--- src/sv/assert_macros.svh ---
// Assertion macros used by the RTL top level.
`ifndef ASSERT_MACROS_SVH
`define ASSERT_MACROS_SVH

// Same-cycle implication, clocked on clk_i, off during reset.
`define ASSERT_IMPL(label, ante, cons) \
  label: assert property (@(posedge clk_i) disable iff (!rst_ni) (ante) |-> (cons)) \
    else $error("assertion failed");

// Next-cycle implication, clocked on clk_i, off during reset.
`define ASSERT_NEXT(label, ante, cons) \
  label: assert property (@(posedge clk_i) disable iff (!rst_ni) (ante) |=> (cons)) \
    else $error("assertion failed");

`endif

--- src/sv/sie_pkg.sv ---
// Shared types and constants of the instruction executor.
package sie_pkg;

  localparam int unsigned MEM_DEPTH_DEF = 65536;
  localparam int unsigned NUM_REGS = 16;

  typedef enum logic [1:0] {
    MODE_LOAD  = 2'd0,
    MODE_EXEC  = 2'd1,
    MODE_RDMEM = 2'd2,
    MODE_RDREG = 2'd3
  } mode_e;

  localparam logic [3:0] OP_ADD  = 4'h0;
  localparam logic [3:0] OP_SUB  = 4'h1;
  localparam logic [3:0] OP_AND  = 4'h2;
  localparam logic [3:0] OP_OR   = 4'h3;
  localparam logic [3:0] OP_SLL  = 4'h4;
  localparam logic [3:0] OP_SRA  = 4'h5;
  localparam logic [3:0] OP_RSVD = 4'h6;
  localparam logic [3:0] OP_BEQ  = 4'h7;
  localparam logic [3:0] OP_BGT  = 4'h8;
  localparam logic [3:0] OP_BLE  = 4'h9;
  localparam logic [3:0] OP_BNE  = 4'hA;
  localparam logic [3:0] OP_JAL  = 4'hB;
  localparam logic [3:0] OP_LW   = 4'hC;
  localparam logic [3:0] OP_SW   = 4'hD;
  localparam logic [3:0] OP_LHI  = 4'hE;
  localparam logic [3:0] OP_HALT = 4'hF;

  localparam logic [3:0] REG_IMM  = 4'd1;
  localparam logic [3:0] REG_LINK = 4'd15;

  typedef enum logic [1:0] {
    MRA_REQ,
    MRA_PC,
    MRA_PC1,
    MRA_DATA
  } mem_ra_e;

  typedef enum logic [1:0] {
    RRA_REQ,
    RRA_RS,
    RRA_RT,
    RRA_RD
  } rf_ra_e;

  typedef struct packed {
    mem_ra_e mem_ra;
    rf_ra_e  rf_ra;
    logic    clr_step;
    logic    cap_req;
    logic    load_wr;
    logic    cap_rdmem;
    logic    cap_rdreg;
    logic    ld_ir;
    logic    ld_imm;
    logic    ld_a;
    logic    ld_b;
    logic    ld_d;
    logic    mod_start;
    logic    commit;
    logic    lw_wb;
    logic    out_load;
  } cmd_t;

  typedef struct packed {
    mode_e mode;
    logic  clr_last;
    logic  halted;
    logic  mod_busy;
    logic  is_lw;
    logic  out_free;
  } sts_t;

  function automatic logic [31:0] sext16(input logic [15:0] w);
    sext16 = {{16{w[15]}}, w};
  endfunction

endpackage

--- src/sv/sie_ctrl.sv ---
// Sequencing state machine of the instruction executor.
module sie_ctrl (
  input  logic          clk_i,
  input  logic          rst_ni,
  input  logic          in_valid_i,
  output logic          in_stall_o,
  input  sie_pkg::sts_t sts_i,
  output sie_pkg::cmd_t cmd_o
);
  import sie_pkg::*;

  typedef enum logic [3:0] {
    S_CLR, S_IDLE, S_DISP, S_RDM, S_RDR, S_F1, S_F2, S_RT, S_RD,
    S_EX, S_MS, S_MW, S_CM, S_LW, S_FIN
  } state_e;

  state_e state_q, state_d;
  cmd_t   cmd;

  always_comb begin
    cmd = '0;
    cmd.mem_ra = MRA_PC;
    cmd.rf_ra = RRA_REQ;
    state_d = state_q;
    case (state_q)
      S_CLR: begin
        cmd.clr_step = 1'b1;
        if (sts_i.clr_last) state_d = S_IDLE;
      end
      S_IDLE: begin
        if (in_valid_i) begin
          cmd.cap_req = 1'b1;
          state_d = S_DISP;
        end
      end
      S_DISP: begin
        case (sts_i.mode)
          MODE_LOAD: begin
            cmd.load_wr = 1'b1;
            state_d = S_FIN;
          end
          MODE_RDMEM: begin
            cmd.mem_ra = MRA_REQ;
            state_d = S_RDM;
          end
          MODE_RDREG: begin
            cmd.rf_ra = RRA_REQ;
            state_d = S_RDR;
          end
          default: begin
            cmd.mem_ra = MRA_PC;
            state_d = sts_i.halted ? S_FIN : S_F1;
          end
        endcase
      end
      S_RDM: begin
        cmd.cap_rdmem = 1'b1;
        state_d = S_FIN;
      end
      S_RDR: begin
        cmd.cap_rdreg = 1'b1;
        state_d = S_FIN;
      end
      S_F1: begin
        cmd.ld_ir = 1'b1;
        cmd.mem_ra = MRA_PC1;
        state_d = S_F2;
      end
      S_F2: begin
        cmd.ld_imm = 1'b1;
        cmd.rf_ra = RRA_RS;
        state_d = S_RT;
      end
      S_RT: begin
        cmd.ld_a = 1'b1;
        cmd.rf_ra = RRA_RT;
        state_d = S_RD;
      end
      S_RD: begin
        cmd.ld_b = 1'b1;
        cmd.rf_ra = RRA_RD;
        state_d = S_EX;
      end
      S_EX: begin
        cmd.ld_d = 1'b1;
        state_d = S_MS;
      end
      S_MS: begin
        cmd.mod_start = 1'b1;
        state_d = S_MW;
      end
      S_MW: begin
        if (!sts_i.mod_busy) state_d = S_CM;
      end
      S_CM: begin
        cmd.commit = 1'b1;
        cmd.mem_ra = MRA_DATA;
        state_d = sts_i.is_lw ? S_LW : S_FIN;
      end
      S_LW: begin
        cmd.lw_wb = 1'b1;
        state_d = S_FIN;
      end
      S_FIN: begin
        if (sts_i.out_free) begin
          cmd.out_load = 1'b1;
          state_d = S_IDLE;
        end
      end
      default: state_d = S_IDLE;
    endcase
  end

  always_ff @(posedge clk_i or negedge rst_ni) begin
    if (!rst_ni) begin
      state_q <= S_CLR;
    end else begin
      state_q <= state_d;
    end
  end

  assign cmd_o = cmd;
  assign in_stall_o = (state_q != S_IDLE);
endmodule

--- config.mk ---
export PLATFORM = sky130hd
export DESIGN_NAME = sie_ctrl
export DESIGN_NICKNAME = d
export VERILOG_FILES = /design/src/sv/assert_macros.svh /design/src/sv/sie_pkg.sv /design/src/sv/sie_ctrl.sv
export SDC_FILE = /design/constraint.sdc
export NUM_CORES = 1
export LEC_CHECK = 0
export BUFFER_PORTS_ARGS = -buffer_cell sky130_fd_sc_hd__buf_2
export CORE_MARGIN = 3
export CORE_UTILIZATION = 41
export CTS_BUF_LIST = sky130_fd_sc_hd__clkbuf_4 sky130_fd_sc_hd__clkbuf_8
export CTS_CLUSTER_SIZE = 25
export DETAILED_ROUTE_END_ITERATION = 12
export GPL_ROUTABILITY_DRIVEN = 0
export GPL_TIMING_DRIVEN = 0
export PLACE_DENSITY = 0.83
export REMOVE_ABC_BUFFERS = 1
export SYNTH_ARGS = -nofsm -noshare
export SYNTH_HDL_FRONTEND = slang
export SYNTH_SLANG_ARGS = --single-unit
--- constraint.sdc ---
create_clock -name clk_i -period 1.64 [get_ports clk_i]
set_input_delay 0.164 -clock clk_i [delete_from_list [all_inputs] [get_ports clk_i]]
set_output_delay 0.164 -clock clk_i [all_outputs]
set_load 0.005 [all_outputs]
==> flow_metrics.env <==
export IMPL_report_final_hold_viol_count=0
export IMPL_reg_largest_list="state_q x4"
export IMPL_worst_path_max_fanout=5
export IMPL_yosysWarningCount=0
export IMPL_ioPinCount=29
export IMPL_run_status="completed"
export IMPL_max_slew_margin_rel=0.697
export IMPL_via_count_of_the_first_global_routing_pass=685
export IMPL_synthDominantCellAreaShare=0.183
export IMPL_cts_sinks=4
export IMPL_fp_dieArea_um2=1800
export IMPL_die_height_um=42.5
export IMPL_clk_pin_slew_worst_paths_ns=0.04
export IMPL_drive_gt1_frac=0.560
export IMPL_cts_tree="done"
export IMPL_vdd_ir_drop_max_mv=0.906
export IMPL_critical_path_startpoint_type="flop"
export IMPL_max_freq_mhz=613
export IMPL_areaGrowthSynthToFinish_pct=53.2
export IMPL_grt_pass1_wl_um=2950
export IMPL_row_count=12
export IMPL_worstSkewPairLatency_ns=0.25
export IMPL_top_cells_by_area_in_the_synthesized_netlist="sky130_fd_sc_hd__dfrtp_1 (18%), sky130_fd_sc_hd__nor2_1 (8.3%), sky130_fd_sc_hd__nor3_1 (5.5%), sky130_fd_sc_hd__nand2_1 (5.5%), sky130_fd_sc_hd__buf_6 (4.1%)"
export IMPL_most_common_library_cell_in_the_layout_ignoring_fill_and_taps="sky130_fd_sc_hd__buf_2"
export IMPL_fin_nets=128
export IMPL_powerDensity_nw_per_um2=2010
export IMPL_end_kind="primary output"
export IMPL_r2r_end="state_q[3]"
export IMPL_grt_start_max_net_pins=9
export IMPL_post_synth_instance_area_um2=546
export IMPL_initial_core_util=0.466
export IMPL_drtPass1Iterations=4
export IMPL_grt_remaining_overflow=0
export IMPL_detailedRoute_firstIterationViolations=26
export IMPL_portBuffers=28
export IMPL_final_cell_mix="sky130_fd_sc_hd__buf_2 (28), sky130_fd_sc_hd__buf_4 (12), sky130_fd_sc_hd__nor2_1 (11), sky130_fd_sc_hd__nand2_1 (5)"
export IMPL_clk_path_buf_depth=2
export IMPL_synth_seq_area_share=0.183
export IMPL_grt_usage=0.216
export IMPL_regToRegSetupSlack_ns=0.03
export IMPL_cts_made_buffers=3
export IMPL_vias_per_cell=5.73
export IMPL_setup_violations=0
export IMPL_fin_crit_period_ns=1.63
export IMPL_synth_lib_cells_used_distinct=34
export IMPL_total_power_mw=1.68
export IMPL_rsz0062_at_grt="yes"
export IMPL_worst_hold_slack_ns=0.246
export IMPL_timing_rr_start="state_q[1]"
export IMPL_hpwl_after_detailed_placement_um=1060
export IMPL_largest_register_ff_count=4
export IMPL_final_setup_skew_ns=0.00355
export IMPL_post_drt_wl_per_cell_um=14.7
export IMPL_timing_final_crit_share=0.995
export IMPL_yosysTopAreaCell="sky130_fd_sc_hd__dfrtp_1"
export IMPL_max_cap_violations=0
export IMPL_via_count=745
export IMPL_antenna_fix_cells=0
export IMPL_grt_antenna_before_repair=0
export IMPL_synth_ff_latch_count=4
export IMPL_max_flop_register="state_q"
export IMPL_antenna_left=0
export IMPL_criticalPathCategory="flop to primary output"
export IMPL_die_width_um=42.5
export IMPL_drc_violation_count_after_routing=0
export IMPL_cts_root_buffer_cell="sky130_fd_sc_hd__clkbuf_4"
export IMPL_worst_ep_required_time_ns=1.48
export IMPL_route_final_wire_length_um=1910
export IMPL_syn_inst_count=78
export IMPL_reg2reg_depth=6
export IMPL_power_leakage_nw=0.417
export IMPL_tightestPinTransition_ns=0.449
export IMPL_worst_ep_arrival_time_ns=1.47
export IMPL_syn_area_per_cell_um2=6.99
export IMPL_drv_slew=0
export IMPL_hold_path_class="primary input to async pin"
export IMPL_htree_num_levels=1
export IMPL_placeableCoreArea_um2=1170
==> layer usage <==
layer / vias up / GRT usage / wire (um)
met5: - / 0 / 0
met4: 0 / 0.124 / 38
met3: 10 / 0.0815 / 173
met2: 44 / 0.334 / 941
met1: 334 / 0.250 / 758
li1: 357 / - / -
==> stage by stage <==
step | setup TNS (ns) | utilization | setup WS, ns | cell area [um2] | std cells
3_3_place_gp | -0.394 | 0.562 | -0.176 | 658 | 114
6_report | 0 | 0.714 | 0.00860 | 836 | 130
5_1_grt | -0.270 | 0.714 | -0.0712 | 836 | 130
4_1_cts | 0 | 0.675 | 0.0129 | 791 | 130
2_1_floorplan | 0 | - | 0.0305 | 500 | 72
3_5_place_dp | -0.489 | 0.562 | -0.188 | 658 | 114
==> cell usage after synthesis <==
cell,count
sky130_fd_sc_hd__nor2b_1,2
sky130_fd_sc_hd__or2b_1,1
sky130_fd_sc_hd__a31oi_1,1
sky130_fd_sc_hd__o32ai_2,1
sky130_fd_sc_hd__a21boi_0,1
sky130_fd_sc_hd__buf_2,3
sky130_fd_sc_hd__o311ai_0,1
sky130_fd_sc_hd__o21bai_1,1
sky130_fd_sc_hd__nor3_1,6
sky130_fd_sc_hd__nor4_1,3
sky130_fd_sc_hd__o22a_1,1
sky130_fd_sc_hd__dfrtp_1,4
sky130_fd_sc_hd__nand2_1,8
sky130_fd_sc_hd__o2111ai_1,1
sky130_fd_sc_hd__a21oi_1,2
sky130_fd_sc_hd__nor2_1,12
sky130_fd_sc_hd__or2_2,2
sky130_fd_sc_hd__or2b_4,1
sky130_fd_sc_hd__o21ai_0,2
sky130_fd_sc_hd__and2_4,1
sky130_fd_sc_hd__mux2i_1,1
sky130_fd_sc_hd__a21o_1,2
sky130_fd_sc_hd__inv_1,5
sky130_fd_sc_hd__a22oi_1,1
sky130_fd_sc_hd__or3_1,1
sky130_fd_sc_hd__buf_6,2
sky130_fd_sc_hd__o22ai_1,3
sky130_fd_sc_hd__a211oi_2,1
sky130_fd_sc_hd__nor3b_1,1
sky130_fd_sc_hd__or4_1,1
sky130_fd_sc_hd__buf_4,1
sky130_fd_sc_hd__o221ai_1,2
sky130_fd_sc_hd__nand2b_1,2
sky130_fd_sc_hd__or2_1,1
==> logic make-up (layout without fill, tap and decap cells) <==
group | Yosys count | count (layout) | share of synthesized area
DFF | 4 | 4 | 0.183
AOI/OAI and AO/OA | 20 | 20 | 0.284
and+or+nand+nor | 42 | 42 | 0.397
buffers and inverters | 11 | 49 | 0.117
muxes | 1 | 1 | 0.0183
==> layout make-up <==
cell class | count | area, um2
Clock buffer | 3 | 22.5
Fill cell | 84 | 335
Inverter | 5 | 22.5
Multi-Input combinational cell | 63 | 428
Sequential cell | 4 | 105
Tap cell | 14 | 17.5
Timing Repair Buffer | 41 | 240
==> worst max-delay path: stages, from the launching register on <==
cell                      delay [ns]
sky130_fd_sc_hd__dfrtp_2        0.42
sky130_fd_sc_hd__or2b_4         0.28
sky130_fd_sc_hd__or3_4          0.33
sky130_fd_sc_hd__nor2_1         0.08
sky130_fd_sc_hd__buf_2          0.11
==> power breakdown <==
group	total, mW	switching [mW]	leakage (nW)	internal [mW]
combinational	1.30	0.672	0.359	0.632
clock	0.129	0.0469	0.0138	0.0822
sequential	0.244	0.0790	0.0445	0.165
==> timing repair <==
action / CTS / global route
hold buffers: 1 / 0
setup endpoints to repair: 10 / 13
gates resized for setup: 6 / 12
endpoints found under the hold margin: 4 / 0
pin swaps: 0 / 4
buffers inserted: 12 / 0
==> worst max path at each step <==
stage,from,cells past startpoint,slack (ns),endpoint
floorplan,state_q[1],5,0.03,state_q[1]
global placement,state_q[1],5,-0.18,state_q[1]
detailed placement,state_q[1],5,-0.19,state_q[1]
CTS,state_q[1],4,0.01,cmd_o[12]
global route,state_q[0],5,-0.07,state_q[0]
finish,state_q[1],4,0.009,cmd_o[12]
Power figures use the tool's default switching activity.
